## src/rtl/core/dsd_pkg.sv

```systemverilog
`timescale 1ns / 1ps
// ----------------------------------------------------------------------------
// dsd_pkg
// Shared types and constants of the dual sine difference generator.
// ----------------------------------------------------------------------------
package dsd_pkg;

	// Default sizes, handed to the top level as parameter defaults
	localparam int NUM_CHANNELS_DEF     = 2;
	localparam int SINE_TABLE_DEPTH_DEF = 1024;
	localparam int PHASE_BITS_DEF       = 32;

	// Fixed field widths
	localparam int CHAN_W     = 1;
	localparam int SAMPLE_W   = 18;
	localparam int GAIN_W     = 16;
	localparam int SINE_W     = 16;   // table magnitude, 0..32768
	localparam int CFG_IDX_W  = 2;
	localparam int CFG_DATA_W = 32;

	// Configuration register indexes
	typedef enum logic [CFG_IDX_W-1:0] {
		REG_STEP_A = 2'd0,
		REG_STEP_B = 2'd1,
		REG_GAIN_A = 2'd2,
		REG_GAIN_B = 2'd3
	} cfg_reg_t;

	// pi/2 in Q30
	localparam logic [63:0] HALF_PI_Q30 = 64'd1686629713;

endpackage

```

## src/rtl/core/dsd_phase_map.sv

```systemverilog
`timescale 1ns / 1ps
// ----------------------------------------------------------------------------
// dsd_phase_map
// Maps a phase to a quarter-wave table address and a sign.
// ----------------------------------------------------------------------------
module dsd_phase_map #(
	parameter int PHASE_BITS       = dsd_pkg::PHASE_BITS_DEF,
	parameter int SINE_TABLE_DEPTH = dsd_pkg::SINE_TABLE_DEPTH_DEF
) (
	input  logic [PHASE_BITS-1:0]                 phase,
	output logic [$clog2(SINE_TABLE_DEPTH+1)-1:0] addr,
	output logic                                  neg
);

	localparam int AddrW = $clog2(SINE_TABLE_DEPTH + 1);
	localparam int PosW  = $clog2(4 * SINE_TABLE_DEPTH);
	localparam int ProdW = PHASE_BITS + PosW + 1;

	logic [ProdW-1:0] prod;
	logic [PosW-1:0]  pos;
	logic [PosW-1:0]  idx;
	logic [1:0]       quad;

	// position within the full turn, in table steps
	assign prod = ProdW'(phase) * ProdW'(4 * SINE_TABLE_DEPTH);
	assign pos  = prod[PHASE_BITS +: PosW];

	// quadrant split by compares against the quadrant bounds
	always_comb begin
		if (pos >= PosW'(3 * SINE_TABLE_DEPTH)) begin
			quad = 2'd3;
			idx  = pos - PosW'(3 * SINE_TABLE_DEPTH);
		end else if (pos >= PosW'(2 * SINE_TABLE_DEPTH)) begin
			quad = 2'd2;
			idx  = pos - PosW'(2 * SINE_TABLE_DEPTH);
		end else if (pos >= PosW'(SINE_TABLE_DEPTH)) begin
			quad = 2'd1;
			idx  = pos - PosW'(SINE_TABLE_DEPTH);
		end else begin
			quad = 2'd0;
			idx  = pos;
		end
	end

	// odd quadrants run the table backward, upper half is negative
	assign addr = quad[0] ? (AddrW'(SINE_TABLE_DEPTH) - AddrW'(idx)) : AddrW'(idx);
	assign neg  = quad[1];

endmodule

```

## config.mk

```make
export PLATFORM = sky130hd
export DESIGN_NAME = dsd_phase_map
export DESIGN_NICKNAME = d
export VERILOG_FILES = /design/src/rtl/core/dsd_pkg.sv /design/src/rtl/core/dsd_phase_map.sv
export SDC_FILE = /design/constraint.sdc
export NUM_CORES = 1
export LEC_CHECK = 0
export BUFFER_PORTS_ARGS = -buffer_cell sky130_fd_sc_hd__buf_2
export CAP_MARGIN = 10
export CORE_AREA = 2 2 39 41
export DETAILED_ROUTE_END_ITERATION = 10
export DIE_AREA = 0 0 41 43
export PLACE_DENSITY_LB_ADDON = 0.12
export SLEW_MARGIN = 20
export SYNTH_ARGS = -nofsm -noshare
export SYNTH_HDL_FRONTEND = slang
export SYNTH_SLANG_ARGS = --single-unit
```

## constraint.sdc

```tcl
create_clock -name vclk -period 2.7
set_input_delay 0.135 -clock vclk [all_inputs]
set_output_delay 0.135 -clock vclk [all_outputs]
set_load 0.05 [all_outputs]
```

# Yosys cells after proc, flatten, opt, wreduce, memory -nomap -nowiden

Index checks and enable logic that the tools add are counted.

Output and inout port bits: 12
Logic and storage cells: 14
Input bits: 32
Register bits: 0

Add/sub/neg operators: 4
Multiplexer cells: 7
Magnitude comparators: 3

Operators with widths:

| cell                                                                 | number |
|---|---|
| 2-to-1 mux 11 bit                                                    | 4 |
| greater-or-equal comparator 12 bit (second input constant)           | 2 |
| subtractor 11 bit (second input constant)                            | 2 |
| greater-or-equal comparator 12 x 11 -> 1 bit (second input constant) | 1 |
| subtractor 11 x 1 -> 11 bit (second input constant)                  | 1 |
| subtractor 11 bit (first input constant)                             | 1 |
| 2-to-1 mux 2 bit                                                     | 2 |
| 2-to-1 mux 1 bit                                                     | 1 |

# Longest topological paths before layout

Gate-level depths: netlist of run 1.

Word-level depth: 6
Mapped depth: 4
Depth with buffers taken out: 4

# Least setup slack after synthesis of run 1

No wires, ideal clock.

Path type: input port to output port
Start point: input phase[22]
End point: output addr[10]
Data arrival time: 2,116 ps
Slack: 449 ps
Data required time: 2,565 ps
Stages: 3
Buffers on the path: 0
Cells stage by stage: nor4_1 -> nand2_1 -> nor4_1

Longest elaborated chain between the ends: 6
Elaborated cells between the ends (all ways): 14
Those cells by class: add/sub: 4; order compare: 3; mux: 7

Ends and longest elaborated chain:

| what                                                                              | RTL line                                                      | RTL |
|---|---|---|
| from (decl)                                                                       | dsd_phase_map.sv:10                                           | `input logic [PHASE_BITS-1:0] phase,` |
| subtractor 11 bit or greater-or-equal comparator 12 x 11 -> 1 bit (tied branches) | dsd_phase_map.sv:32, dsd_phase_map.sv:38, dsd_phase_map.sv:36 |  |
| 2-to-1 mux 11 bit                                                                 | dsd_phase_map.sv:36                                           | `end else if (pos >= PosW'(SINE_TABLE_DEPTH)) begin` |
| 2-to-1 mux 11 bit                                                                 | dsd_phase_map.sv:33                                           | `end else if (pos >= PosW'(2 * SINE_TABLE_DEPTH)) begin` |
| 2-to-1 mux 11 bit                                                                 | dsd_phase_map.sv:30                                           | `if (pos >= PosW'(3 * SINE_TABLE_DEPTH)) begin` |
| subtractor 11 bit                                                                 | dsd_phase_map.sv:46                                           | `assign addr = quad[0] ? (AddrW'(SINE_TABLE_DEPTH) - AddrW'(idx)) : AddrW'(idx);` |
| 2-to-1 mux 11 bit *                                                               | dsd_phase_map.sv:46                                           |  |
| to (decl)                                                                         | dsd_phase_map.sv:11                                           | `output logic [$clog2(SINE_TABLE_DEPTH+1)-1:0] addr,` |

Mark *: on every way between the ends. The rest lies on a longest branch, timed or not.

# Worst setup path in the final report of run 1

Start point: input phase[22]
End point: output addr[7]

Same word-level chain as after synthesis.

==> metrics.md, run 1 <==
| Metric | Value |
|---|---|
| Critical Path Source Type | `input port` |
| Most common cell after layout, fill and taps aside | `buf_2` |
| Largest voltage drop on the vdd net | `0.0722 mV` |
| Global-route wire length before repair | `roughly 970 um` |
| Final HPWL from detailed placement | `approximately 550 um` |
| Count of unique library cells instantiated by Yosys | `19` |
| First drt pass iteration count | `2` |
| Number of antenna-violating nets in the routed design | `0` |
| Hold WC Path Type | `input port to output pin` |
| Total chip power | `111 uW` |
| Mean post-synth cell area | `between 7 and 8 um^2` |
| Ratio of routed vias to standard cells | `approximately 4.2` |
| Total DRC errors in the routed layout | `0` |
| Area fraction of the dominant cell type after synthesis | `18.9%` |
| Total Wirelength | `slightly above 600 um` |
| Fmax | `roughly 600 MHz` |
| Number of global-route vias before repair | `~240` |
| Grt total ovfl | `0` |
| Final RePlAce weighted congestion | `0.645` |
| Count of final hold-check violations | `0` |
| Initial antenna violation count | `0` |
| Core box area | `roughly 0.0014 mm^2` |
| Horizontal die dimension | `~41 um` |
| Nets | `87` |
| # diodes | `0` |
| Nature of the critical path endpoint | `output pin` |
| Critical Path End | `addr[7]` |
| Share of the yosys chip area belonging to registers | `0%` |
| Transition at the pin with the smallest max-transition slack | `approximately 0.45 ns` |
| Post-synthesis to final-layout area growth | `51.4%` |
| Most area-hungry cell type in the Yosys netlist | `xnor2_1` |
| Effective utilization at floorplan | `~17%` |
| Port-buffer cells | `22` |
| Leak pwr | `0.000165 uW` |
| Combined global-route utilization of all metal layers | `under 10%` |
| Data arrival, critical path | `about 1.5 ns` |
| Number of placement rows | `14` |
| Average detailed-routed wire length per instance | `between 8 and 9 um` |
| Area of the mapped netlist | `about 230 um^2` |
| Required time reported for the critical path endpoint | `roughly 2.6 ns` |
| Pin count of the biggest net entering global routing | `9` |
| FF+latch count | `0` |
| Peak fanout along the critical path | `6` |
| Utilization after layout | `25.3%` |
| Drt initial violations | `1` |
| Final Setup Violations | `0` |
| Post-CTS Setup Repair Bufs | `0` |
| Setup tns final | `0 ns` |
| Period Utilization, post-route | `60.8%` |
| Worst setup path class | `input port to output pin` |
| Number of pins exceeding their max-slew limit in the final report | `0` |
| Die Area | `0.00176 mm^2` |
| Crit path launch | `phase[22]` |
| Synth Instances | `32` |
| Seq. cell area | `0 um^2` |
| Final min period | `between 1.5 and 2 ns` |
| Clkbuf count | `0` |
| Count of boundary I/O pins | `44` |
| Number of synthesis warnings | `0` |
| Result of the run | `completed` |
| Dominant cells by area after synthesis | `xnor2_1 (19%), xor2_1 (11%), o31ai_4 (9.2%)` |
| Reported max-cap violation count | `0` |
| Gates resized, CTS repair | `0` |
| Commonest cells after routing, fill and taps aside | `buf_2 (22), xnor2_1 (5), inv_1 (3), xor2_1 (3)` |
| Vias after detailed routing | `around 280` |
| Fraction of final layout cells with drive strength greater than 1 | `48.1%` |
| Die height | `around 43 um` |
| Total power divided by cell area | `about 320 mW/mm^2` |
| Relative max-transition margin | `between 60% and 70%` |
| Number of buffers inserted by hold repair at cts | `0` |
| Synthesized Nets | `65` |
| Unrepaired setup endpoints after global routing | `false` |
worst min-delay path by stage:
| stage | depth (start not counted) | startpoint | end |
|---|---|---|---|
| 2_1_floorplan | 1 | phase[20] | addr[0] |
| 3_3_place_gp | 0 | phase[31] | neg |
| 3_5_place_dp | 0 | phase[31] | neg |
| 4_1_cts | 0 | phase[31] | neg |
| 5_1_grt | 0 | phase[31] | neg |
| 6_report | 0 | phase[31] | neg |
cell families (layout without fill, tap and decap cells):
kind of cell	count (synthesis)	after routing	share of synthesized area [%]
AOI/OAI and AO/OA	8	8	29.7
and+or+nand+nor	10	10	24.9
buffers and inverters	5	25	9.73
adders and majority gates	1	1	5.40
xor gates and xnor gates	8	8	30.3
report_power, final:
part	switching, uW	internal [uW]	total, uW
Combinational	81.4	29.4	111
Sequential	0	0	0
Clock	0	0	0
Total	81.4	29.4	111
cell usage after synthesis, drive strengths merged:
library cell  instances
nor4                  2
or3                   1
a21oi                 2
ha                    1
or4                   1
nor2                  2
buf                   1
inv                   3
nand2                 2
o31ai                 2
o41ai                 1
nand2b                1
xor2                  3
o21ai                 2
clkbuf                1
or2                   1
xnor2                 5
a31oi                 1
through the flow:
step | hold slack, ns | area (um^2) | instances | setup slack [ns]
floorplan | 0.437 | 231 | 32 | 0.449
global placement | 0.271 | 350 | 68 | 1.04
detailed placement | 0.271 | 350 | 68 | 1.03
CTS | 0.271 | 350 | 68 | 1.04
global route | 0.271 | 350 | 68 | 0.977
finish | 0.271 | 350 | 68 | 1.06
metal layers:
metal | track usage, % | part of all wire [%] | up-vias
met5 | 0 | 0 | -
met4 | 0 | 0 | 0
met3 | 0.524 | 7.6 | 0
met2 | 11.3 | 52 | 10
met1 | 11.1 | 41 | 118
li1 | - | - | 155
worst max-delay path, stage by stage:
cell     delay [ns]
buf_2          0.13
or4_4          0.57
o31ai_2        0.25
xnor2_1        0.14
buf_2          0.28
final cells by class:
type | instances | area [um^2]
well taps | 16 | 20.0
inverters | 3 | 11.3
repair buffers | 22 | 110
multi-input cells | 27 | 209
fillers | 173 | 1030
No activity file was read; power rests on OpenSTA's default activity.
==> run 2: changes to the inputs <==
==> constraint.sdc (replaced) <==
create_clock -name vclk -period 1.7
set_input_delay 0.085 -clock vclk [all_inputs]
set_output_delay 0.085 -clock vclk [all_outputs]
set_load 0.05 [all_outputs]
==> run 2 against run 1 <==
  * Die area is the same
  * Final area grew 1.8%
  * Non-clock buffer count is the same
  * First-iteration DRC count shrank 100%
  * Global-route usage grew 0.20 points
  * Critical path depth is the same
  * Critical endpoint unchanged
==> metrics.md, run 2 (synthesis gave the netlist of run 1 again) <==
| Metric | Value |
|---|---|
| Multi-input logic area | `215 um^2` |
| Grt total ovfl | `0` |
| Highest routed metal layer | `met3` |
| Maximum cell stage delay along the critical path | `approximately 0.57 ns` |
| Sum of routed wire segments on met1 | `~240 um` |
| Final HPWL from detailed placement | `around 540 um` |
| Die Area | `around 0.0018 mm^2` |
| Most common cell after layout, fill and taps aside | `buf_2` |
| Number of filler cells placed in the layout | `~150` |
| Data arrival, critical path | `1.47 ns` |
| Number of antenna-violating nets in the routed design | `0` |
| Crit path launch | `phase[22]` |
| First drt pass iteration count | `1` |
| Final RePlAce weighted congestion | `~0.61` |
| Average detailed-routed wire length per instance | `about 9 um` |
| Most frequent cell on the critical path | `buf_2` |
| Commonest cells after routing, fill and taps aside | `buf_2 (22), xnor2_1 (5), inv_1 (3), xor2_1 (3)` |
| Routed wl met2 | `between 300 and 400 um` |
| Effective utilization at floorplan | `between 10% and 20%` |
| List of cells traversed by the critical path | `buf_2 -> or4_4 -> o31ai_2 -> xnor2_1 -> buf_2` |
| Period Utilization, post-route | `approximately 92%` |
| Required time reported for the critical path endpoint | `around 1.6 ns` |
| Gates resized, CTS repair | `0` |
| Clkbuf count | `0` |
| Count of boundary I/O pins | `44` |
| Transition at the pin with the smallest max-transition slack | `between 0.4 and 0.5 ns` |
| Core box area | `roughly 0.0014 mm^2` |
| Count of final hold-check violations | `0` |
| Seq. cell area | `0 um^2` |
| Fmax | `about 640 MHz` |
| Nature of the critical path endpoint | `output pin` |
| Leak pwr | `0.000166 uW` |
| Unrepaired setup endpoints after global routing | `false` |
| Vias after detailed routing | `slightly below 300` |
| FF+latch count | `0` |
| Worst Hold Slack | `between 0.15 and 0.2 ns` |
| Hold WC Path Type | `input port to output pin` |
| Total DRC errors in the routed layout | `0` |
| Setup tns final | `0 ns` |
| Number of pins exceeding their max-slew limit in the final report | `0` |
| Relative max-transition margin | `approximately 70%` |
| Length of routed met3 wiring | `around 40 um` |
| Startpoint of the most critical hold path | `phase[31]` |
| Combined global-route utilization of all metal layers | `between 7 and 8%` |
| Nets | `87` |
| Post-synthesis to final-layout area growth | `54.1%` |
| Total Wirelength | `597 um` |
| Global-route wire length before repair | `between 900 and 1000 um` |
| Critical Path Source Type | `input port` |
| Total power divided by cell area | `roughly 500 mW/mm^2` |
| Largest voltage drop on the vdd net | `0.118 mV` |
| Post-CTS Setup Repair Bufs | `0` |
| Final min period | `1.56 ns` |
| Peak fanout along the critical path | `6` |
| Number of buffers inserted by hold repair at cts | `0` |
| Horizontal die dimension | `between 40 and 50 um` |
| Result of the run | `completed` |
| Number of placement rows | `14` |
| Ratio of routed vias to standard cells | `4.28` |
| Critical Path Slowest Stage Cell | `or4_4` |
| Drt initial violations | `0` |
| Pin count of the biggest net entering global routing | `9` |
| Initial antenna violation count | `0` |
| Die height | `43 um` |
| Reported max-cap violation count | `0` |
| Worst setup path class | `input port to output pin` |
| Port-buffer cells | `22` |
| Final Setup Violations | `0` |
| Fraction of final layout cells with drive strength greater than 1 | `about half` |
| Number of global-route vias before repair | `between 200 and 250` |
| # diodes | `0` |
-- run 2: layer usage --
metal | up-vias | track usage [%]
li1 | 153 | -
met2 | 10 | 11.9
met4 | 0 | 0
met1 | 128 | 11.1
met5 | - | 0
met3 | 0 | 0.524
-- run 2: layout make-up --
class	instances	area share, %
inverter	3	3.16
multi-input combinational	27	60.4
tap	16	5.61
timing repair buffer	22	30.9
-- run 2: where the power goes --
part / total [uW] / switching, uW / leakage (uW) / internal [uW]
Sequential: 0 / 0 / 0 / 0
Clock: 0 / 0 / 0 / 0
Combinational: 177 / 130 / 0.000166 / 46.8
-- run 2: path summary, 6_finish.rpt --
check | slack (ns) | endpoint | cells after the start
max | 0.14 | addr[7] | 5
min | 0.17 | neg | 0
-- run 2: worst max-delay path: cells and delay by family --
family	cells	cell delay, ns
buf+inv	2	0.42
simple gates	1	0.57
compound gates	1	0.25
xor+xnor	1	0.15
-- run 2: per-stage QoR --
stage / cell area [um^2] / cells / worst slack, ns / total power, uW / utilization [%]
after CTS: 357 / 68 / 0.132 / 179 / 25.8
after detailed placement: 357 / 68 / 0.138 / 179 / 25.8
after global placement: 357 / 68 / 0.143 / 179 / 25.8
final: 357 / 68 / 0.144 / 177 / 25.8
after global routing: 357 / 68 / 0.0519 / 188 / 25.8
after floorplan: 238 / 32 / 0.102 / 135 / -
==> run 3: changes to the inputs <==
--- a/config.mk
+++ b/config.mk
@@ -5,11 +5,13 @@
 export SDC_FILE = /design/constraint.sdc
 export NUM_CORES = 1
 export LEC_CHECK = 0
-export BUFFER_PORTS_ARGS = -buffer_cell sky130_fd_sc_hd__buf_2
 export CAP_MARGIN = 10
+export CELL_PAD_IN_SITES_DETAIL_PLACEMENT = 0
+export CELL_PAD_IN_SITES_GLOBAL_PLACEMENT = 1
 export CORE_AREA = 2 2 39 41
 export DETAILED_ROUTE_END_ITERATION = 10
 export DIE_AREA = 0 0 41 43
+export DONT_BUFFER_PORTS = 1
 export PLACE_DENSITY_LB_ADDON = 0.12
 export SLEW_MARGIN = 20
 export SYNTH_ARGS = -nofsm -noshare
==> run 3 against run 2 <==
  * First-iteration DRC count rose by 5
  * Utilization fell by 3.1 points
  * Non-clock buffer count fell by 13
  * Critical endpoint unchanged
  * Wire length rose by 4.5%
  * Final cell count fell by 19%
  * Flip-flop and latch count did not move
  * Hold slack got worse by 0.00056 ns
  * Final area fell by 12%
==> metrics.md, run 3 (synthesis gave the netlist of run 1 again) <==
| Metric | Value |
|---|---|
| Gates resized, CTS repair | `0` |
| Logic pwr share | `100.0%` |
| Post-synthesis to final-layout area growth | `35.7%` |
| Startpoint of the most critical hold path | `phase[20]` |
| Reported max-cap violation count | `0` |
| Total chip power | `around 160 uW` |
| Combined global-route utilization of all metal layers | `6.59%` |
| Peak fanout along the critical path | `6` |
| Transition at the pin with the smallest max-transition slack | `around 0.95 ns` |
| Worst setup path class | `input port to output pin` |
| Largest voltage drop on the vdd net | `approximately 0.12 mV` |
| Leak pwr | `between 0.0001 and 0.00015 uW` |
| Core box area | `0.00138 mm^2` |
| Number of pins exceeding their max-slew limit in the final report | `0` |
| Layout Cells excl Fill | `55` |
| Number of antenna-violating nets in the routed design | `0` |
| Data arrival, critical path | `roughly 1.3 ns` |
| Number of filler cells placed in the layout | `~170` |
| Most common cell after layout, fill and taps aside | `buf_4` |
| Count of final hold-check violations | `0` |
| Final HPWL from detailed placement | `approximately 560 um` |
| Relative max-transition margin | `36.6%` |
| Cells after DPL | `55` |
| First drt pass iteration count | `4` |
| Ratio of routed vias to standard cells | `around 4.5` |
| Number of placement rows | `14` |
| Pin count of the biggest net entering global routing | `9` |
| Final min period | `about 1.3 ns` |
| Fmax | `roughly 750 MHz` |
| Clkbuf count | `0` |
| Nature of the critical path endpoint | `output pin` |
| Global-route wire length before repair | `~850 um` |
| Vias after detailed routing | `approximately 250` |
| Horizontal die dimension | `between 40 and 50 um` |
| Number of buffers inserted by hold repair at cts | `0` |
| Post-CTS Setup Repair Bufs | `0` |
| Fraction of final layout cells with drive strength greater than 1 | `between 30% and 40%` |
| Crit path launch | `phase[22]` |
| Final RePlAce weighted congestion | `around 0.6` |
| Seq. cell area | `0 um^2` |
| Internal Pwr Total | `slightly below 50 uW` |
| Effective utilization at floorplan | `between 10% and 20%` |
| Total power divided by cell area | `509 mW/mm^2` |
| Nets | `74` |
| Number of global-route vias before repair | `around 210` |
| Result of the run | `completed` |
| Design area | `about 310 um^2` |
| FF+latch count | `0` |
| Hold WC Path Type | `input port to output pin` |
| Required time reported for the critical path endpoint | `between 1.5 and 2 ns` |
| Critical Path Source Type | `input port` |
| Count of boundary I/O pins | `44` |
| Utilization after layout | `between 20% and 30%` |
| Port-buffer cells | `0` |
| Total DRC errors in the routed layout | `0` |
| Net switching power | `between 100 and 150 uW` |
| Period Utilization, post-route | `78.6%` |
| Commonest cells after routing, fill and taps aside | `buf_4 (9), xnor2_1 (5), inv_1 (3), xor2_1 (3)` |
| Die height | `between 40 and 50 um` |
| Switching share of power | `a little over two thirds` |
| Grt total ovfl | `0` |
| Unrepaired setup endpoints after global routing | `false` |
| Final Setup Violations | `0` |
| Setup tns final | `0 ns` |
| # diodes | `0` |
| Drt initial violations | `5` |
| Die Area | `0.00176 mm^2` |
| Initial antenna violation count | `0` |
| Total Wirelength | `624 um` |
| Average detailed-routed wire length per instance | `about 11 um` |
| Relative contribution of sequential cells to total power | `0%` |
| Cell area after placement | `approximately 310 um^2` |
| Clock share of power | `0%` |
run 3: cell types whose count changed in the layout (fill, tap and decap cells not counted), sizes merged:
cell  before  now
buf       22    9
run 3: critical path, cell delays in order:
cell	delay, ns
or4_4	0.55
o31ai_2	0.26
xnor2_1	0.14
buf_4	0.21
run 3: metrics by stage:
step,worst slack (ns),hold slack [ns]
floorplan,0.102,0.275
global placement,0.361,0.171
detailed placement,0.345,0.171
CTS,0.351,0.171
global route,0.294,0.170
finish,0.363,0.170
run 3: power groups by stage:
stage	clock (uW)	sequential [uW]	combinational (uW)
finish	0	0	160
global placement	0	0	161
global route	0	0	167
floorplan	0	0	135
CTS	0	0	162
detailed placement	0	0	161
run 3: layout make-up:
cell class | instances | area, um^2 | area share [%]
well taps | 16 | 20.0 | 6.37
repair buffers | 9 | 67.6 | 21.5
inverters | 3 | 11.3 | 3.59
multi-input cells | 27 | 215 | 68.5
run 3: final timing paths:
| path | to | slack (ns) | cells after the start |
|---|---|---|---|
| setup / recovery | addr[7] | 0.36 | 4 |
| hold / removal | addr[0] | 0.17 | 0 |
run 3: routing by layer:
metal / global-route usage (%) / routed length [um] / vias up
met5: 0 / 0 / -
met4: 0 / 0 / 0
met3: 1.57 / 67 / 0
met2: 12.2 / 363 / 10
met1: 7.59 / 194 / 109
li1: - / - / 127
